==> config.mk <==
export PLATFORM = sky130hd
export DESIGN_NAME = char_list_compacting_store_core_flat
export DESIGN_NICKNAME = d
export VERILOG_FILES = /design/src/rtl/clcs_pkg.sv /design/src/rtl/clcs_if.sv /design/src/rtl/clcs_ram.sv /design/src/rtl/char_list_compacting_store_core.sv /design/src/flat_wrapper.sv
export VERILOG_INCLUDE_DIRS = /design/src /design/src/rtl
export SDC_FILE = /design/constraint.sdc
export NUM_CORES = 1
export LEC_CHECK = 0
export BUFFER_PORTS_ARGS = -buffer_cell sky130_fd_sc_hd__buf_2
export CAP_MARGIN = 15
export CORE_MARGIN = 1
export CORE_UTILIZATION = 55
export CTS_CLUSTER_SIZE = 12
export DETAILED_ROUTE_END_ITERATION = 7
export GPL_ROUTABILITY_DRIVEN = 0
export GPL_TIMING_DRIVEN = 0
export PLACE_DENSITY_LB_ADDON = 0.05
export SLEW_MARGIN = 20
export SYNTH_ARGS = -nofsm -noshare
export SYNTH_HDL_FRONTEND = slang
export SYNTH_SLANG_ARGS = --single-unit
==> constraint.sdc <==
create_clock -name clk_i -period 7.5 [get_ports clk_i]
set_input_delay 1.875 -clock clk_i [delete_from_list [all_inputs] [get_ports clk_i]]
set_output_delay 1.875 -clock clk_i [all_outputs]
set_load 0.05 [all_outputs]
==> src/rtl/char_list_compacting_store_core_assert.svh <==
// Assertion macros shared by the store core
`ifndef CHAR_LIST_COMPACTING_STORE_CORE_ASSERT_SVH
`define CHAR_LIST_COMPACTING_STORE_CORE_ASSERT_SVH

// Same-cycle implication, checked out of reset
`define CLCS_ASSERT_IMPL(label, ante, cons) \
  label: assert property (@(posedge clk_i) disable iff (!rst_ni) (ante) |-> (cons)) \
    else $error("store core assertion failed");

// Next-cycle implication, checked out of reset
`define CLCS_ASSERT_NEXT(label, ante, cons) \
  label: assert property (@(posedge clk_i) disable iff (!rst_ni) (ante) |=> (cons)) \
    else $error("store core assertion failed");

`endif

==> src/rtl/clcs_pkg.sv <==
// Package: item types, operation and status codes, default capacity
package clcs_pkg;

  localparam int unsigned CAPACITY_DEF = 64;

  localparam logic [2:0] OP_APPEND  = 3'd0;
  localparam logic [2:0] OP_DEL_AT  = 3'd1;
  localparam logic [2:0] OP_DEL_ALL = 3'd2;
  localparam logic [2:0] OP_WRITE   = 3'd3;
  localparam logic [2:0] OP_READ    = 3'd4;

  localparam logic [1:0] ST_OK     = 2'd0;
  localparam logic [1:0] ST_FULL   = 2'd1;
  localparam logic [1:0] ST_BADPOS = 2'd2;

  typedef struct packed {
    logic [2:0] opcode;
    logic [7:0] char_value;
    logic [5:0] position;
  } in_item_t;

  typedef struct packed {
    logic [7:0] read_char;
    logic [6:0] fill_count;
    logic [1:0] status;
  } out_item_t;

endpackage

==> src/rtl/clcs_if.sv <==
// Channel interfaces: operation input and result output
interface clcs_in_if import clcs_pkg::*; ();
  logic     valid;
  logic     ready;
  in_item_t payload;

  modport source (output valid, output payload, input ready);
  modport sink (input valid, input payload, output ready);
endinterface

interface clcs_out_if import clcs_pkg::*; ();
  logic      valid;
  logic      ready;
  out_item_t payload;

  modport source (output valid, output payload, input ready);
  modport sink (input valid, input payload, output ready);
endinterface

==> src/rtl/clcs_ram.sv <==
// Generic single-port-write, single-port-read RAM with registered read data
module clcs_ram #(
  parameter int unsigned WIDTH = 8,
  parameter int unsigned DEPTH = 64,
  localparam int unsigned AddrW = (DEPTH > 1) ? $clog2(DEPTH) : 1
) (
  input  logic             clk_i,
  input  logic             we_i,
  input  logic [AddrW-1:0] waddr_i,
  input  logic [WIDTH-1:0] wdata_i,
  input  logic [AddrW-1:0] raddr_i,
  output logic [WIDTH-1:0] rdata_o
);

  logic [WIDTH-1:0] mem_q [DEPTH];
  logic [WIDTH-1:0] rdata_q;

  // Write port
  always_ff @(posedge clk_i) begin
    if (we_i) begin
      mem_q[waddr_i] <= wdata_i;
    end
  end

  // Registered read port
  always_ff @(posedge clk_i) begin
    rdata_q <= mem_q[raddr_i];
  end

  assign rdata_o = rdata_q;

endmodule

==> src/rtl/char_list_compacting_store_core.sv <==
// Ordered byte list with append, delete-at, delete-all-matching, overwrite and read
//
// Channels: in_i takes one operation item (opcode, char_value, position);
// out_o gives one result item per operation (read_char, fill_count, status).
// Both use valid/ready; an item moves on a clock edge with both high.
// The entries live in one RAM with one write and one registered read port.
// Path from acceptance to result valid:
//   append, overwrite, rejected or unused operations: S_DONE, output register
//   read at a valid position: S_RDWAIT (registered RAM read), S_DONE, output register
//   delete at position p: S_SCAN over entries p to count - 1, S_DONE, output register
//   delete all matching: S_SCAN over all entries, S_DONE, output register
// Deletes stream the list through the RAM, one entry read and at most one
// written per cycle. One operation is in flight at a time; the next item
// is taken the cycle after the result enters the output register.
// The output register holds a result while the receiver stalls; a new item
// can be accepted and worked on meanwhile, and its result waits until the
// register is taken.
// Reset clears the fill count and empties the output; entries are not
// cleared and data at positions at or above the count is never used.
`include "char_list_compacting_store_core_assert.svh"

module char_list_compacting_store_core import clcs_pkg::*; #(
  parameter int unsigned CAPACITY = CAPACITY_DEF
) (
  input  logic         clk_i,
  input  logic         rst_ni,
  clcs_in_if.sink      in_i,
  clcs_out_if.source   out_o
);

  localparam int unsigned CW = $clog2(CAPACITY + 1);
  localparam int unsigned AW = (CAPACITY > 1) ? $clog2(CAPACITY) : 1;
  localparam int unsigned PW = (CW > 6) ? CW : 6;
  localparam int unsigned XW = (CW > 7) ? CW : 7;
  localparam logic [CW-1:0] CapV = CW'(CAPACITY);

  localparam logic [1:0] S_IDLE   = 2'd0;
  localparam logic [1:0] S_SCAN   = 2'd1;
  localparam logic [1:0] S_RDWAIT = 2'd2;
  localparam logic [1:0] S_DONE   = 2'd3;

  logic [1:0]    state_q, state_d;
  logic [CW-1:0] count_q, count_d;
  logic [CW-1:0] rd_q, rd_d;
  logic [CW-1:0] wr_q, wr_d;
  logic [CW-1:0] idx_q, idx_d;
  logic          vld_q, vld_d;
  logic [2:0]    op_q, op_d;
  logic [7:0]    val_q, val_d;
  logic [CW-1:0] pos_q, pos_d;
  logic [7:0]    res_char_q, res_char_d;
  logic [1:0]    res_stat_q, res_stat_d;
  logic          out_valid_q, out_valid_d;
  out_item_t     out_item_q, out_item_d;

  logic          ram_we;
  logic [AW-1:0] ram_waddr;
  logic [7:0]    ram_wdata;
  logic [AW-1:0] ram_raddr;
  logic [7:0]    ram_rdata;

  logic          accept;
  logic [PW-1:0] pos_w;
  logic [CW-1:0] pos_c;
  logic          pos_ok;
  logic          issue;
  logic          keep;
  logic [XW-1:0] fill_w;

  clcs_ram #(
    .WIDTH (8),
    .DEPTH (CAPACITY)
  ) u_ram (
    .clk_i   (clk_i),
    .we_i    (ram_we),
    .waddr_i (ram_waddr),
    .wdata_i (ram_wdata),
    .raddr_i (ram_raddr),
    .rdata_o (ram_rdata)
  );

  // Handshake and position check
  assign in_i.ready = (state_q == S_IDLE);
  assign accept     = in_i.valid && in_i.ready;
  assign pos_w      = PW'(in_i.payload.position);
  assign pos_c      = pos_w[CW-1:0];
  assign pos_ok     = pos_w < PW'(count_q);
  assign issue      = rd_q < count_q;
  assign keep       = (op_q == OP_DEL_ALL) ? (ram_rdata != val_q) : (idx_q != pos_q);
  assign fill_w     = XW'(count_q);

  // Sequencer: decode, compaction scan, read wait, result hand-off
  always_comb begin
    state_d     = state_q;
    count_d     = count_q;
    rd_d        = rd_q;
    wr_d        = wr_q;
    idx_d       = idx_q;
    vld_d       = vld_q;
    op_d        = op_q;
    val_d       = val_q;
    pos_d       = pos_q;
    res_char_d  = res_char_q;
    res_stat_d  = res_stat_q;
    out_valid_d = out_valid_q && !out_o.ready;
    out_item_d  = out_item_q;
    ram_we      = 1'b0;
    ram_waddr   = count_q[AW-1:0];
    ram_wdata   = in_i.payload.char_value;
    ram_raddr   = pos_c[AW-1:0];

    unique case (state_q)
      S_IDLE: begin
        if (accept) begin
          op_d       = in_i.payload.opcode;
          val_d      = in_i.payload.char_value;
          pos_d      = pos_c;
          res_char_d = 8'd0;
          res_stat_d = ST_OK;
          state_d    = S_DONE;
          case (in_i.payload.opcode)
            OP_APPEND: begin
              if (count_q < CapV) begin
                ram_we  = 1'b1;
                count_d = count_q + 1'b1;
              end else begin
                res_stat_d = ST_FULL;
              end
            end
            OP_DEL_AT: begin
              if (pos_ok) begin
                rd_d    = pos_c;
                wr_d    = pos_c;
                vld_d   = 1'b0;
                state_d = S_SCAN;
              end else begin
                res_stat_d = ST_BADPOS;
              end
            end
            OP_DEL_ALL: begin
              rd_d    = '0;
              wr_d    = '0;
              vld_d   = 1'b0;
              state_d = S_SCAN;
            end
            OP_WRITE: begin
              if (pos_ok) begin
                ram_we    = 1'b1;
                ram_waddr = pos_c[AW-1:0];
              end else begin
                res_stat_d = ST_BADPOS;
              end
            end
            OP_READ: begin
              if (pos_ok) begin
                state_d = S_RDWAIT;
              end else begin
                res_stat_d = ST_BADPOS;
              end
            end
            default: ;
          endcase
        end
      end

      S_SCAN: begin
        // Issue the next read, write back the entry returned last cycle if kept
        ram_raddr = rd_q[AW-1:0];
        vld_d     = issue;
        idx_d     = rd_q;
        if (issue) begin
          rd_d = rd_q + 1'b1;
        end
        if (vld_q && keep) begin
          ram_we    = 1'b1;
          ram_waddr = wr_q[AW-1:0];
          ram_wdata = ram_rdata;
          wr_d      = wr_q + 1'b1;
        end
        if (!vld_q && !issue) begin
          count_d = wr_q;
          state_d = S_DONE;
        end
      end

      S_RDWAIT: begin
        res_char_d = ram_rdata;
        state_d    = S_DONE;
      end

      S_DONE: begin
        // Move the result into the output register once it is free
        if (!out_valid_q || out_o.ready) begin
          out_valid_d           = 1'b1;
          out_item_d.read_char  = res_char_q;
          out_item_d.fill_count = fill_w[6:0];
          out_item_d.status     = res_stat_q;
          state_d               = S_IDLE;
        end
      end

      default: state_d = S_IDLE;
    endcase
  end

  // Control registers
  always_ff @(posedge clk_i or negedge rst_ni) begin
    if (!rst_ni) begin
      state_q     <= S_IDLE;
      count_q     <= '0;
      vld_q       <= 1'b0;
      out_valid_q <= 1'b0;
    end else begin
      state_q     <= state_d;
      count_q     <= count_d;
      vld_q       <= vld_d;
      out_valid_q <= out_valid_d;
    end
  end

  // Payload registers
  always_ff @(posedge clk_i) begin
    rd_q       <= rd_d;
    wr_q       <= wr_d;
    idx_q      <= idx_d;
    op_q       <= op_d;
    val_q      <= val_d;
    pos_q      <= pos_d;
    res_char_q <= res_char_d;
    res_stat_q <= res_stat_d;
    out_item_q <= out_item_d;
  end

  assign out_o.valid   = out_valid_q;
  assign out_o.payload = out_item_q;

  // Checks
  `CLCS_ASSERT_IMPL(a_count_cap, 1'b1, count_q <= CapV)
  `CLCS_ASSERT_IMPL(a_scan_no_overlap, state_q == S_SCAN && ram_we, wr_q < rd_q)
  `CLCS_ASSERT_NEXT(a_out_from_done, !out_valid_q && state_q != S_DONE, !out_valid_q)

endmodule

==> src/flat_wrapper.sv <==
// flat-port wrapper written by rule: the top's interface ports become plain ports
module char_list_compacting_store_core_flat import clcs_pkg::*;
#(
  parameter int unsigned CAPACITY = CAPACITY_DEF
)
  (clk_i, rst_ni, in_i_valid, in_i_payload, in_i_ready, out_o_valid, out_o_payload, out_o_ready);
  clcs_in_if in_i_i ();
  clcs_out_if out_o_i ();
  input  logic clk_i;
  input  logic rst_ni;
  input wire logic [$bits(in_i_i.valid)-1:0] in_i_valid;
  input wire logic [$bits(in_i_i.payload)-1:0] in_i_payload;
  output wire logic [$bits(in_i_i.ready)-1:0] in_i_ready;
  output wire logic [$bits(out_o_i.valid)-1:0] out_o_valid;
  output wire logic [$bits(out_o_i.payload)-1:0] out_o_payload;
  input wire logic [$bits(out_o_i.ready)-1:0] out_o_ready;
  assign in_i_i.valid = in_i_valid;
  assign in_i_i.payload = in_i_payload;
  assign in_i_ready = in_i_i.ready;
  assign out_o_valid = out_o_i.valid;
  assign out_o_payload = out_o_i.payload;
  assign out_o_i.ready = out_o_ready;
  char_list_compacting_store_core #(.CAPACITY(CAPACITY)) u_core (.clk_i(clk_i), .rst_ni(rst_ni), .in_i(in_i_i), .out_o(out_o_i));
endmodule
==> flow_metrics.tcl, run 1 <==
set metrics [dict create \
    status "finished, final reports clean" \
    fin_worst_skew_ns 0.02464 \
    antenna_found_initial 0 \
    max_freq_mhz 161.7 \
    vias 12386 \
    fin_crit_sh_pct 82.45 \
    grt_max_degree 65 \
    first_pass_iters 5 \
    wl_mm 54.67 \
    clk_path_buf_depth 3 \
    slew_violations 0 \
    p_sw_share_pct 33.59 \
    cts_buffers 58 \
    dp_hpwl_mm 35.84 \
    power_frac_comb_pct 31.0 \
    floorplan.initialDensity_pct 56.12 \
    critPathLaunch "in_i_valid" \
    ctsHtreeMaxLevel 2 \
    crit_top_cell "clkbuf_1" \
    grt_pass1_wl_mm 79.71 \
    max-slew-margin-rel_pct 24.75 \
    hp-class "register to register" \
    worstReg2RegEnd "u_core.u_ram.mem_q[5][5]" \
    syn-num-nets 1268 \
    cts.clk_slew.worst_paths_ns 0.06 \
    cts-hold-fix-buffers 0 \
    cts.sinks 596 \
    vias_per_cell 6.485 \
    syn_area_um2 23700 \
    clkPwrFrac_pct 26.3 \
    crit_chain "buf_2, nand2_1, inv_1, and4_1, clkbuf_1, and2_1, clkbuf_1, o31ai_1, a211oi_1, nand3_1, nor2_1" \
    worstSetupEndpoint "u_core.u_ram.mem_q[5][5]" \
    grt_pass1_vias 12026 \
    rows 75 \
    worst_hold_slack_ns 0.4179 \
    worst_setup_path_end_kind "register" \
    cpPeakStageDelay_ns 0.95 \
    track_usage_pct 25.54 \
    clock_latency_ns 0.62 \
    grt_overflow 0 \
    fillers 2992 \
    cp.arrival_ns 6.42 \
    cp-start-kind "input port" \
    die_x_um 209.6 \
    synth_edf_count 577 \
    drive_above_1_share_pct 21.09 \
    rsz0062_at_grt "no" \
    cts_resized 0 \
    p_per_area_nw_per_um2 379.5 \
    ys_async_sr_fraction_pct 1.846 \
    cp_slowest_cell "nor2_1" \
    drc 0 \
    p_leak_uw 0.008465 \
    tightest_slew_ns 1.122 \
    area_delta_synth_final_pct 11.64 \
    die_h_um 209.6 \
    synth_flop_cell "edfxtp_1" \
    p_sw_uw 3372 \
    r2r-start "u_core.state_q[1]" \
    die_area_um2 43930 \
    wl_per_cell_um 28.62 \
    cap_viol_max_count 0 \
    crit_required_ns 7.74 \
    ir_drop_v 0.0001924 \
    cts_tree "yes" \
    synth.yosys.seq_area_share_pct 74.94 \
    portBuffers 39 \
    crit_type "input port to register" \
    yosysWarnings 0 \
    drtIter0Drc 1436 \
    setup_violations 0 \
    r2r_slack_ns 1.75 \
    post_cts_buffers 0 \
    postRouteAntennaNets 0 \
    p_int_uw 6667 \
    tns_ns 0 \
    cts-root-buf "clkbuf_16" \
    min_period_ns 6.184 \
    ios 40 \
    synth.avg_cell_area_um2 19.28 \
    ys_ff_latch 596 \
    synth_cell_types 51 \
    r2r_cells 12 \
    fin_nets 1375 \
    syn_inst 1229 \
    crit_path_max_fanout 21 \
    pwr-share-seq_pct 42.8 \
    core_um2 42230 \
    hold_violations 0 \
]
==> layout make-up <==
cell class                 instances  area, um2  area share (%)
antenna                            1      2.502        0.009458
buffer                            57      235.2          0.8891
clock buffer                      84       1570           5.935
clock inverter                    10      90.09          0.3405
inverter                          13      48.80          0.1844
multi-input combinational        563       5792           21.89
sequential                       596      17760           67.13
tap                              539      674.4           2.549
timing repair buffer              47      282.8           1.069
==> cell usage after synthesis (11+ instances only) <==
| library cell | number | share of area (%) |
|---|---|---|
| a21oi_1 | 12 | 0.25 |
| a221oi_1 | 16 | 0.59 |
| a22o_1 | 18 | 0.67 |
| a22oi_1 | 41 | 1.3 |
| and2_1 | 14 | 0.37 |
| and3_1 | 12 | 0.32 |
| buf_1 | 12 | 0.19 |
| clkbuf_1 | 36 | 0.57 |
| dfrtp_1 | 11 | 1.2 |
| edfxtp_1 | 577 | 73 |
| ha_1 | 18 | 0.95 |
| inv_1 | 13 | 0.21 |
| mux4_2 | 128 | 12 |
| nand2_1 | 70 | 1.1 |
| nand3_1 | 24 | 0.51 |
| nor2_1 | 70 | 1.1 |
| nor3_1 | 13 | 0.27 |
| o21ai_0 | 22 | 0.46 |
| xnor2_1 | 16 | 0.59 |
==> sequential cells by signal, summed over array words and instances (netlist names) <==
register and flops:
u_core.res_char_q 8, u_core.rd_q 7, u_core.count_q 7, u_core.state_q 2, u_core.out_o.payload 17, u_core.pos_q 6
u_core.u_ram.mem_q 512, u_core.val_q 8, u_core.idx_q 7, u_core.u_ram.rdata_o 8, u_core.wr_q 7, u_core.vld_q 1
u_core.out_o.valid 1, u_core.res_stat_q 2, u_core.op_q 3
==> routing by layer <==
metal / part of all wire [%] / GRT usage, % / wire (um)
met1: 43 / 38.07 / 23600
met2: 47 / 38.67 / 25530
met3: 7.2 / 4.743 / 3916
met4: 3.0 / 8.432 / 1628
met5: 0 / 0 / 0
==> cell families after synthesis <==
group | count (synthesis) | synth area share [%]
and+or+nand+nor | 232 | 4.588
DFF | 596 | 74.94
buffers and inverters | 70 | 1.183
xor gates and xnor gates | 24 | 0.8869
muxes | 140 | 12.69
adders and majority gates | 18 | 0.9503
AOI/OAI and AO/OA | 149 | 4.757
==> how the worst min path moves through the flow <==
stage,from,endpoint,slack (ns),cells after the start
final,u_core.res_char_q[3],u_core.out_o.payload[12],0.42,0
after global routing,u_core.res_char_q[6],u_core.out_o.payload[15],0.42,0
after CTS,u_core.res_char_q[0],u_core.out_o.payload[9],0.42,0
after detailed placement,u_core.res_char_q[1],u_core.out_o.payload[10],0.41,0
after global placement,u_core.res_char_q[4],u_core.out_o.payload[13],0.40,0
after floorplan,u_core.res_stat_q[0],u_core.out_o.payload[0],0.40,0
==> layout by cell type (no fill, tap or decap), drive strengths merged, types with 8 or more instances in the layout <==
cell type    n
a21oi       12
a221oi      17
a22o        18
a22oi       41
and2        15
and3        12
buf         66
clkbuf     122
dfrtp       11
dfxtp        8
edfxtp     577
ha          18
inv         15
mux2i        8
mux4       128
nand2       70
nand3       24
nor2        70
nor3        13
o21ai       22
o221ai       8
xnor2       16
xor2         8
==> worst max-delay path, delay by kind of cell <==
family / cells / cell delay [ns]
compound gates: 2 / 1.07
buf+inv: 4 / 1.31
simple gates: 5 / 2.15
==> power groups by stage <==
stage                     registers [uW]  logic [uW]  clock network (uW)
after detailed placement            4360        3090                   0
after global routing                4320        3300                2810
after global placement              4380        2990                   0
after CTS                           4290        3100                2670
final                               4290        3110                2640
after floorplan                     4420        1920                   0
==> stage by stage <==
step | worst slack [ns] | area, um2 | std cells | utilization, % | power [uW]
after CTS | 1.498 | 26450 | 1909 | 62.63 | 10060
after detailed placement | 0.8481 | 24790 | 1815 | 58.70 | 7450
after floorplan | 2.157 | 23700 | 1229 | - | 6342
after global routing | 1.099 | 26460 | 1909 | 62.65 | 10430
final | 1.316 | 26460 | 1910 | 62.65 | 10040
after global placement | 0.2344 | 24570 | 1807 | 58.18 | 7379
Power figures use the tool's default switching activity.
==> run 2: changes to the inputs <==
==> constraint.sdc (replaced) <==
create_clock -name clk_i -period 5.49 [get_ports clk_i]
set_input_delay 1.3725 -clock clk_i [delete_from_list [all_inputs] [get_ports clk_i]]
set_output_delay 1.3725 -clock clk_i [all_outputs]
set_load 0.05 [all_outputs]
==> run 2 against run 1 <==
Net effect:
- flip-flop and latch count unchanged
- clock-buffer cell count unchanged
- combinational power is 37% higher
- via count fell by 0.29%
==> flow_metrics.tcl, run 2 (synthesis results as in run 1) <==
set metrics [dict create \
    grt_overflow 0 \
    crit_top_cell "clkbuf_1" \
    cp.arrival_ns 5.53 \
    area_delta_synth_final_pct 11.83 \
    placed_cell_area_um2 24790 \
    crit_type "input port to register" \
    cp-start-kind "input port" \
    dp_hpwl_mm 35.84 \
    cap_viol_max_count 0 \
    worst_setup_path_end_kind "register" \
    max_freq_mhz 189.3 \
    clock_latency_ns 0.62 \
    final_common_cell "edfxtp_1" \
    cts.sinks 596 \
    stdcell_area_um2 26500 \
    setup_violations 0 \
    post-route-util_pct 62.76 \
    first_pass_iters 6 \
    max-slew-margin-rel_pct 23.22 \
    drive_above_1_share_pct 22.26 \
    ir_drop_v 0.0002605 \
    hold_start "u_core.res_char_q[2]" \
    holdPathStages 0 \
    vias_per_cell 6.469 \
    cts-root-buf "clkbuf_16" \
    grt_max_degree 65 \
    ios 40 \
    hold_end "u_core.out_o.payload[11]" \
    tns_ns 0 \
    cts.clk_slew.worst_paths_ns 0.06 \
    n_antenna_cell 0 \
    p_leak_uw 0.008455 \
    worst_hold_slack_ns 0.4187 \
    clk_path_buf_depth 3 \
    final_cell_mix "edfxtp_1, mux4_2, nand2_1, clkbuf_1, clkbuf_16" \
    hold_violations 0 \
    track_usage_pct 25.54 \
    cpLargestDelayFamily "simple AND/OR/NAND/NOR gates" \
    fin_worst_skew_ns 0.01938 \
    rsz0062_at_grt "yes" \
    min_period_ns 5.283 \
    crit_required_ns 5.74 \
    drc 0 \
    wl_mm 54.72 \
    cts_buffers 58 \
    core_um2 42230 \
    status "finished, final reports clean" \
    regMostFlops "u_core.u_ram.mem_q" \
    r2r_slack_ns 0.24 \
    rows 75 \
    die_area_um2 43930 \
    r2r-start "u_core.state_q[1]" \
    critPathLaunch "in_i_valid" \
    grt_pass1_wl_mm 79.71 \
    cp_num_buf_inv 5 \
    fin_nets 1375 \
    r2r_cells 13 \
    die_x_um 209.6 \
    floorplan.initialDensity_pct 56.12 \
    crit_chain "buf_2, nand2_1, clkinvlp_4, and4_1, clkbuf_1, and2_1, clkbuf_1, o21ai_0, a211o_1, clkbuf_1, nand3_1, nor2_1" \
    antenna_found_initial 0 \
    drtIter0Drc 1377 \
    die_h_um 209.6 \
    fin_crit_sh_pct 96.23 \
    tightest_slew_ns 1.147 \
    ctsHtreeMaxLevel 2 \
    p_per_area_nw_per_um2 518.5 \
    postRouteAntennaNets 0 \
    cp_slowest_cell "nor2_1" \
    post_cts_buffers 0 \
    hp-class "register to register" \
    portBuffers 39 \
    largest_register_ffs 512 \
    cts_tree "yes" \
    wl_per_cell_um 28.67 \
    power_uw 13740 \
    worstReg2RegEnd "u_core.u_ram.mem_q[9][3]" \
    crit_path_max_fanout 21 \
    cpPeakStageDelay_ns 0.80 \
    grt_pass1_vias 12026 \
    vias 12350 \
    slew_violations 0 \
]
## run 2: per-layer routing
metal | wire, um | global-route usage [%]
met5 | 0 | 0
met2 | 25440 | 38.67
met1 | 23550 | 38.07
met4 | 1712 | 8.432
met3 | 4025 | 4.743
## run 2: layout make-up
| type | instances | area (um2) |
|---|---|---|
| multi-input cells | 563 | 5837 |
| inverters | 13 | 52.55 |
| clock inverters | 10 | 90.09 |
| well taps | 539 | 674.4 |
| plain buffers | 57 | 235.2 |
| clock buffers | 84 | 1570 |
| repair buffers | 47 | 282.8 |
| flip-flops and latches | 596 | 17760 |
| fillers | 2988 | 15720 |
## run 2: where the power goes
group          leakage [uW]  total (uW)  internal (uW)  switching, uW
logic               0.00223        4270           1480           2790
clock network      0.000805        3610           2010           1600
registers           0.00542        5860           5630            238
## run 2: worst max path at each step
stage	endpoint	depth (start not counted)
floorplan	u_core.u_ram.mem_q[62][0]	11
global placement	u_core.u_ram.mem_q[56][3]	12
detailed placement	u_core.u_ram.mem_q[5][5]	11
CTS	u_core.u_ram.mem_q[6][5]	12
global route	u_core.u_ram.mem_q[17][6]	13
finish	u_core.u_ram.mem_q[9][3]	12
## run 2: timing repair
action                     4_1_cts  5_1_grt
setup endpoints to repair       32      278
gates cloned                     0        0
pin swaps                        0        0
gates resized for setup          0       16
hold buffers                     0        0
## run 2: per-stage QoR
stage | std cells | setup WS (ns)
4_1_cts | 1909 | -0.07821
6_report | 1909 | 0.2070
2_1_floorplan | 1229 | 0.6495
5_1_grt | 1909 | -0.007029
3_3_place_gp | 1807 | -1.273
3_5_place_dp | 1815 | -0.6594
## run 2: worst register-to-register path, stage by stage (launching register included)
cell	delay, ns
dfrtp_1	0.39
inv_1	0.09
ha_1	0.32
nand2_1	0.19
clkinvlp_4	0.41
and4_1	0.41
clkbuf_1	0.17
and2_1	0.19
clkbuf_1	0.20
o21ai_0	0.33
a211o_1	0.20
clkbuf_1	0.56
nand3_1	0.62
nor2_1	0.81
